--- config.mk ---
export PLATFORM = sky130hd
export DESIGN_NAME = diagonal_zigzag_scan_generator
export DESIGN_NICKNAME = d
export VERILOG_FILES = /design/src/rtl/dzs_pkg.sv /design/src/rtl/diagonal_zigzag_scan_generator.sv
export SDC_FILE = /design/constraint.sdc
export NUM_CORES = 1
export LEC_CHECK = 0
export BUFFER_PORTS_ARGS = -buffer_cell sky130_fd_sc_hd__buf_4
export CORE_AREA = 2 2 120 122
export CTS_CLUSTER_SIZE = 10
export DETAILED_ROUTE_END_ITERATION = 10
export DIE_AREA = 0 0 122 124
export PLACE_DENSITY = 0.74
export RECOVER_POWER = 25
export SLEW_MARGIN = 30
export SYNTH_ARGS = -nofsm -noshare
export SYNTH_HDL_FRONTEND = slang
export SYNTH_SLANG_ARGS = --single-unit
--- constraint.sdc ---
create_clock -name clk -period 20.9 [get_ports clk]
set_clock_uncertainty 0.2 [all_clocks]
set_input_delay 2.09 -clock clk [delete_from_list [all_inputs] [get_ports clk]]
set_output_delay 2.09 -clock clk [all_outputs]
set_load 0.01 [all_outputs]
--- src/rtl/dzs_pkg.sv ---
// ----------------------------------------------------------------------------
// dzs_pkg
// shared types and constants for the diagonal zigzag scan generator
// ----------------------------------------------------------------------------
package dzs_pkg;

  localparam int COORD_W = 10;
  localparam int DIAG_W  = COORD_W + 1;
  localparam int CFG_IDX_W = 1;

  typedef logic [COORD_W-1:0]   coord_t;
  typedef logic [DIAG_W-1:0]    diag_t;
  typedef logic [CFG_IDX_W-1:0] cfg_idx_t;

  localparam cfg_idx_t CFG_LAST_COLUMN = 1'd0;
  localparam cfg_idx_t CFG_LAST_ROW    = 1'd1;

  localparam coord_t LAST_COLUMN_RST = 10'd79;
  localparam coord_t LAST_ROW_RST    = 10'd24;

  typedef struct packed {
    coord_t column;
    coord_t row;
    logic   moving_up;
    diag_t  diag;
    logic   finished;
  } scan_state_t;

endpackage

--- src/rtl/diagonal_zigzag_scan_generator.sv ---
// ----------------------------------------------------------------------------
// diagonal_zigzag_scan_generator
// zigzag diagonal scan of a rectangle, one coordinate per transfer
// ----------------------------------------------------------------------------
// usage:
//   each input transfer (in_restart) produces exactly one result transfer.
//   in_restart = 1 restarts the scan at the top-right corner and emits that
//   corner; in_restart = 0 emits the next position of the scan.
//   the result carries column, row, end-of-diagonal and end-of-scan flags;
//   once the scan is over, results come with out_valid_res = 0 and zero fields.
//   cfg_we writes last_column (index 0) or last_row (index 1);
//   write only while no transfer is in flight.
// timing:
//   the result register loads at the input transfer, so the result is out in the next cycle.
//   throughput is one item per cycle while in_stall is low; the next-position
//   logic (one add and compare chain on the diagonal start point) sits between
//   the state registers and the result register.
//   in_stall is high only while a result is held and out_stall is high.
// reset:
//   synchronous, active low; registers return to 79 and 24, the scan to the
//   top-right corner, and the result register empties.
// ----------------------------------------------------------------------------
module diagonal_zigzag_scan_generator (
  input  logic              clk,
  input  logic              rst_n,
  input  logic              cfg_we,
  input  dzs_pkg::cfg_idx_t cfg_index,
  input  dzs_pkg::coord_t   cfg_wdata,
  input  logic              in_valid,
  output logic              in_stall,
  input  logic              in_restart,
  output logic              out_valid,
  input  logic              out_stall,
  output dzs_pkg::coord_t   out_column,
  output dzs_pkg::coord_t   out_row,
  output logic              out_diagonal_end,
  output logic              out_scan_end,
  output logic              out_valid_res
);

  import dzs_pkg::*;

  localparam int SW = COORD_W + 3;

  coord_t      last_column_r;
  coord_t      last_row_r;
  scan_state_t state_r;
  scan_state_t state_nxt;
  scan_state_t eff;
  logic        out_valid_r;
  logic        out_valid_nxt;
  coord_t      out_column_r;
  coord_t      out_row_r;
  logic        out_diagonal_end_r;
  logic        out_scan_end_r;
  logic        out_valid_res_r;

  logic            in_xfer;
  logic            diag_end;
  logic            scan_end;
  diag_t           diag_sum;
  diag_t           diag_inc;
  logic signed [SW-1:0] w_s;
  logic signed [SW-1:0] d_s;
  logic signed [SW-1:0] sum_s;
  logic signed [SW-1:0] x_s;
  logic signed [SW-1:0] y_s;

  assign in_stall = out_valid_r && out_stall;
  assign in_xfer  = in_valid && !in_stall;

  // scan state as seen by this item, after a possible restart
  always_comb begin
    if (in_restart) begin
      eff.column    = last_column_r;
      eff.row       = '0;
      eff.moving_up = 1'b1;
      eff.diag      = '0;
      eff.finished  = 1'b0;
    end else begin
      eff = state_r;
    end
  end

  always_comb begin
    if (eff.moving_up) begin
      diag_end = (eff.column == '0) || (eff.row == '0);
    end else begin
      diag_end = (eff.column >= last_column_r) || (eff.row >= last_row_r);
    end
    diag_sum = {1'b0, last_column_r} + {1'b0, last_row_r};
    scan_end = diag_end && (eff.diag >= diag_sum);
    diag_inc = eff.diag + 1'b1;
  end

  // start point of the next diagonal
  always_comb begin
    w_s   = $signed({3'b000, last_column_r});
    d_s   = w_s - $signed({2'b00, diag_inc});
    sum_s = d_s + $signed({3'b000, last_row_r});
    if (!diag_inc[0]) begin
      x_s = (sum_s > w_s) ? w_s : sum_s;
    end else begin
      x_s = d_s;
    end
    if (x_s < 0) begin
      x_s = '0;
    end
    y_s = x_s - d_s;
    if (y_s < 0) begin
      y_s = '0;
    end
  end

  always_comb begin
    state_nxt = eff;
    if (eff.finished) begin
      state_nxt = eff;
    end else if (scan_end) begin
      state_nxt.finished = 1'b1;
    end else if (diag_end) begin
      state_nxt.diag      = diag_inc;
      state_nxt.column    = x_s[COORD_W-1:0];
      state_nxt.row       = y_s[COORD_W-1:0];
      state_nxt.moving_up = ~diag_inc[0];
    end else if (eff.moving_up) begin
      state_nxt.column = eff.column - 1'b1;
      state_nxt.row    = eff.row - 1'b1;
    end else begin
      state_nxt.column = eff.column + 1'b1;
      state_nxt.row    = eff.row + 1'b1;
    end
  end

  always_comb begin
    if (in_xfer) begin
      out_valid_nxt = 1'b1;
    end else begin
      out_valid_nxt = out_valid_r && out_stall;
    end
  end

  always_ff @(posedge clk) begin
    if (!rst_n) begin
      last_column_r      <= LAST_COLUMN_RST;
      last_row_r         <= LAST_ROW_RST;
      state_r.column     <= LAST_COLUMN_RST;
      state_r.row        <= '0;
      state_r.moving_up  <= 1'b1;
      state_r.diag       <= '0;
      state_r.finished   <= 1'b0;
      out_valid_r        <= 1'b0;
    end else begin
      if (cfg_we) begin
        unique case (cfg_index)
          CFG_LAST_COLUMN: last_column_r <= cfg_wdata;
          CFG_LAST_ROW:    last_row_r    <= cfg_wdata;
          default:         last_row_r    <= last_row_r;
        endcase
      end
      if (in_xfer) begin
        state_r <= state_nxt;
      end
      out_valid_r <= out_valid_nxt;
    end
  end

  // result payload
  always_ff @(posedge clk) begin
    if (in_xfer) begin
      out_column_r       <= eff.finished ? '0 : eff.column;
      out_row_r          <= eff.finished ? '0 : eff.row;
      out_diagonal_end_r <= !eff.finished && diag_end;
      out_scan_end_r     <= !eff.finished && scan_end;
      out_valid_res_r    <= !eff.finished;
    end
  end

  assign out_valid        = out_valid_r;
  assign out_column       = out_column_r;
  assign out_row          = out_row_r;
  assign out_diagonal_end = out_diagonal_end_r;
  assign out_scan_end     = out_scan_end_r;
  assign out_valid_res    = out_valid_res_r;

`ifndef SYNTH
  a_dir_parity: assert property (@(posedge clk) disable iff (!rst_n)
    state_r.moving_up == ~state_r.diag[0])
    else $error("direction does not match diagonal parity");

  a_scan_end_on_diag_end: assert property (@(posedge clk) disable iff (!rst_n)
    out_valid_r && out_scan_end_r |-> out_diagonal_end_r && out_valid_res_r)
    else $error("scan end without diagonal end");

  a_finished_gives_empty: assert property (@(posedge clk) disable iff (!rst_n)
    in_xfer && state_r.finished && !in_restart |=> out_valid_r && !out_valid_res_r)
    else $error("position emitted after end of scan");

  a_empty_is_zero: assert property (@(posedge clk) disable iff (!rst_n)
    out_valid_r && !out_valid_res_r |-> out_column_r == '0 && out_row_r == '0)
    else $error("empty result carries a position");
`endif

endmodule

==> metrics <==
run status complete, but fails checks; violated checks capacitance limit, slew limit; Leak Pwr 3.55 nW; delay of the slowest cell on the worst path 1.62 ns; maximum buffer depth of the clock tree 2; number of buffers inserted during clock tree synthesis 9; remaining global-route overflow 0; worst min-delay path endpoint state_r[13]; number of library cell types mapped by synthesis 77; min-delay src state_r[13]; Port Buf Inserts 41; number of nets in the layout 1079; asr flop ratio synth 0%; worst path arrival time 12.25 ns; final critical path time including I/O delays and setup 12.21 ns; share of power burned in combinational logic 43.9%; transition time at the pin with the least slew margin 2.33 ns; start-to-end type of the worst setup path primary input to register; 1st-iter DRT viols 766; met3 WL post-DR 1830 um; Hold Buf Count CTS 0; post-route worst setup slack 8.69 ns; number of remaining DRC errors 0; portion of total power attributed to the clock network 26.4%; max-slew violation count 81; tightest slew margin relative to the limit -55.4%; average footprint of a synthesized cell 8.07 um^2; core footprint 0.0137 mm^2; worst reg-to-reg setup slack 11.66 ns; Post-CTS Setup Bufs 0; worst reg2reg endpoint state_r[22]; GRT Total Usage 31.1%; number of clock sinks 77; most used flip-flop cell after synthesis dfxtp_1; number of enable flip-flop cells after synthesis 23; hold violation total from the final report 0; Diodes inserted 0; antenna violations before repair 0; global-route wire length before repair 35600 um; launch point of the critical path in_restart; Sw Ratio 39.2%; RD Place Congestion 1.00; instance count of the mapped netlist 928; routed wire length 22900 um; post-synthesis cell area 0.00749 mm^2; detailed-routing iteration count for the pre-antenna-repair pass 5; Worst R2R Path Depth 38; most instantiated library cell after synthesis ha_1; number of resized instances in the post-cts repair step 0; ratio of routed vias to standard cells 6.25; Critical-path top delay cell clkbuf_1; internal power 0.369 mW; post-route fraction of the period consumed by the critical path 58.4%; number of top-level design ports 42; vertical die dimension 124 um; area share of the largest cell type after synthesis 16.0%; max frequency 81.9 MHz; sequential fraction of the synthesis area 23.7%; share of power burned in registers 29.7%; worst-skew pair later-pin latency 0.35 ns; DRT antenna net count 0; Die X-Extent 122 um; # rows 43; length of routed met2 wiring 10100 um; startpoint class of the critical path primary input; die footprint 0.0151 mm^2; net count after synthesis 1047; final-layout setup total negative slack 0 ns; Most Frequent Cell on Critical Path ha_1; required time at the worst-slack endpoint 20.94 ns; final routed wire length divided by cell count 20.0 um; number of levels the H-tree was split into 3; top post-synthesis cells by count 96 x ha_1, 84 x nand2_1, 81 x a21oi_1; worst vdd ir 0.0373 mV; top cell type by total area after synthesis ha_1; Buffers & Inverters on Critical Path 1; root buffer selected by CTS clkbuf_16; total net switching power 0.238 mW; ratio of cells with drive above 1 in the final layout 8.39%; Crit. End Element register; total of max-cap violations 2; via count of the first global-routing pass 6470; most area-consuming cells after synthesis ha_1 16%, dfxtp_1 14%, edfxtp_1 9.2%; startpoint of the lowest-slack register-to-register path state_r[2]; synth warn 0; maximum number of pins on one net before global-route repair 50; Worst Hold Depth 2; synthesis-to-finish area growth 10.1%; unrepaired setup endpoints after global routing no; Top Metal Used met4; Final Setup Violations 0; Clock transition at path regs 0.06 ns; CTS tree done; Critical Path Fanout Max 49; sum of net half-perimeters after detailed placement 17500 um; total power per unit cell area 73.6 mW/mm^2; count of vias placed by the detailed router 7156; worst hold-check path type register to register; starting density of the core 54.6%; met1 WL 10200 um; Post-Place Worst Slack 9.85 ns; flip-flop and latch count after synthesis 77; crit-path leading delay family compound AO/OA/AOI/OAI gates
-- area by class of cell --
type,count,area [um^2]
clock buffer,9,225
clock inverter,7,72.6
fill,1296,5470
inverter,77,289
multi-input combinational,746,5310
sequential,77,1770
tap,180,225
timing repair buffer,49,357
-- logic make-up after synthesis --
group / synth area share [%]
compound gates: 23.9
xor+xnor: 6.60
fa+ha+maj: 18.2
buf+inv: 5.55
flops: 23.7
mux: 2.84
other cells: 0.0501
simple gates: 19.3
-- registers in the layout, summed over array words and instances (netlist names) --
signal and count:
out_column 10, out_valid 1, out_valid_res 1, state_r 33
out_scan_end 1, last_row_r 10, last_column_r 10, out_diagonal_end 1
out_row 10
-- layer usage --
layer  vias to the layer above  global-route usage [%]
met5                         -                       0
met4                         0                    12.4
met3                        56                    4.62
met2                       352                    48.6
met1                      3331                    43.2
li1                       3417                       -
-- power groups by stage --
stage | combinational, mW | clock, mW | sequential (mW)
floorplan | 0.195 | 0 | 0.180
global placement | 0.257 | 0 | 0.182
detailed placement | 0.258 | 0 | 0.183
CTS | 0.260 | 0.160 | 0.180
global route | 0.293 | 0.165 | 0.181
finish | 0.266 | 0.160 | 0.180
-- how the worst max path moves through the flow --
stage / endpoint / slack [ns] / cells after the start
finish: state_r[22] / 8.69 / 39
global route: state_r[13] / 7.79 / 41
CTS: state_r[22] / 10.17 / 41
detailed placement: state_r[22] / 9.85 / 41
global placement: state_r[22] / 10.13 / 41
floorplan: state_r[22] / 9.99 / 44
-- worst min-delay path, delay by kind of cell, from the launching register on --
kind / cells / cell delay, ns
AO/OA/AOI/OAI: 1 / 0.05
AND/OR/NAND/NOR: 1 / 0.06
flip-flops: 1 / 0.33
-- cell usage in the layout (no fill, tap or decap), types with 4 or more instances in the layout --
cell,count
a211o_1,6
a211oi_1,13
a21o_1,17
a21oi_1,81
a22oi_1,5
a2bb2oi_1,4
a31oi_1,9
and2_1,17
and3_1,7
and4_1,4
buf_4,46
clkbuf_16,9
dfxtp_1,54
edfxtp_1,23
fa_1,6
ha_1,96
inv_1,75
mux2i_1,19
nand2_1,84
nand2b_1,13
nand3_1,28
nand4_1,8
nor2_1,64
nor2b_1,33
nor3_1,16
nor4_1,5
o211ai_1,11
o21a_1,8
o21ai_0,44
o21ai_1,7
o21bai_1,13
o221ai_1,7
o31ai_1,5
xnor2_1,36
xor2_1,16
-- metrics by stage --
step / util [%] / cells / hold slack [ns] / power (mW) / instance area, um^2
after floorplan: - / 928 / 0.254 / 0.375 / 7490
after global placement: 58.0 / 1129 / 0.273 / 0.439 / 7960
after detailed placement: 58.0 / 1129 / 0.272 / 0.440 / 7960
after CTS: 60.2 / 1145 / 0.286 / 0.600 / 8260
after global routing: 60.1 / 1145 / 0.311 / 0.640 / 8250
final: 60.1 / 1145 / 0.290 / 0.607 / 8250
No activity file was read; power rests on OpenSTA's default activity.
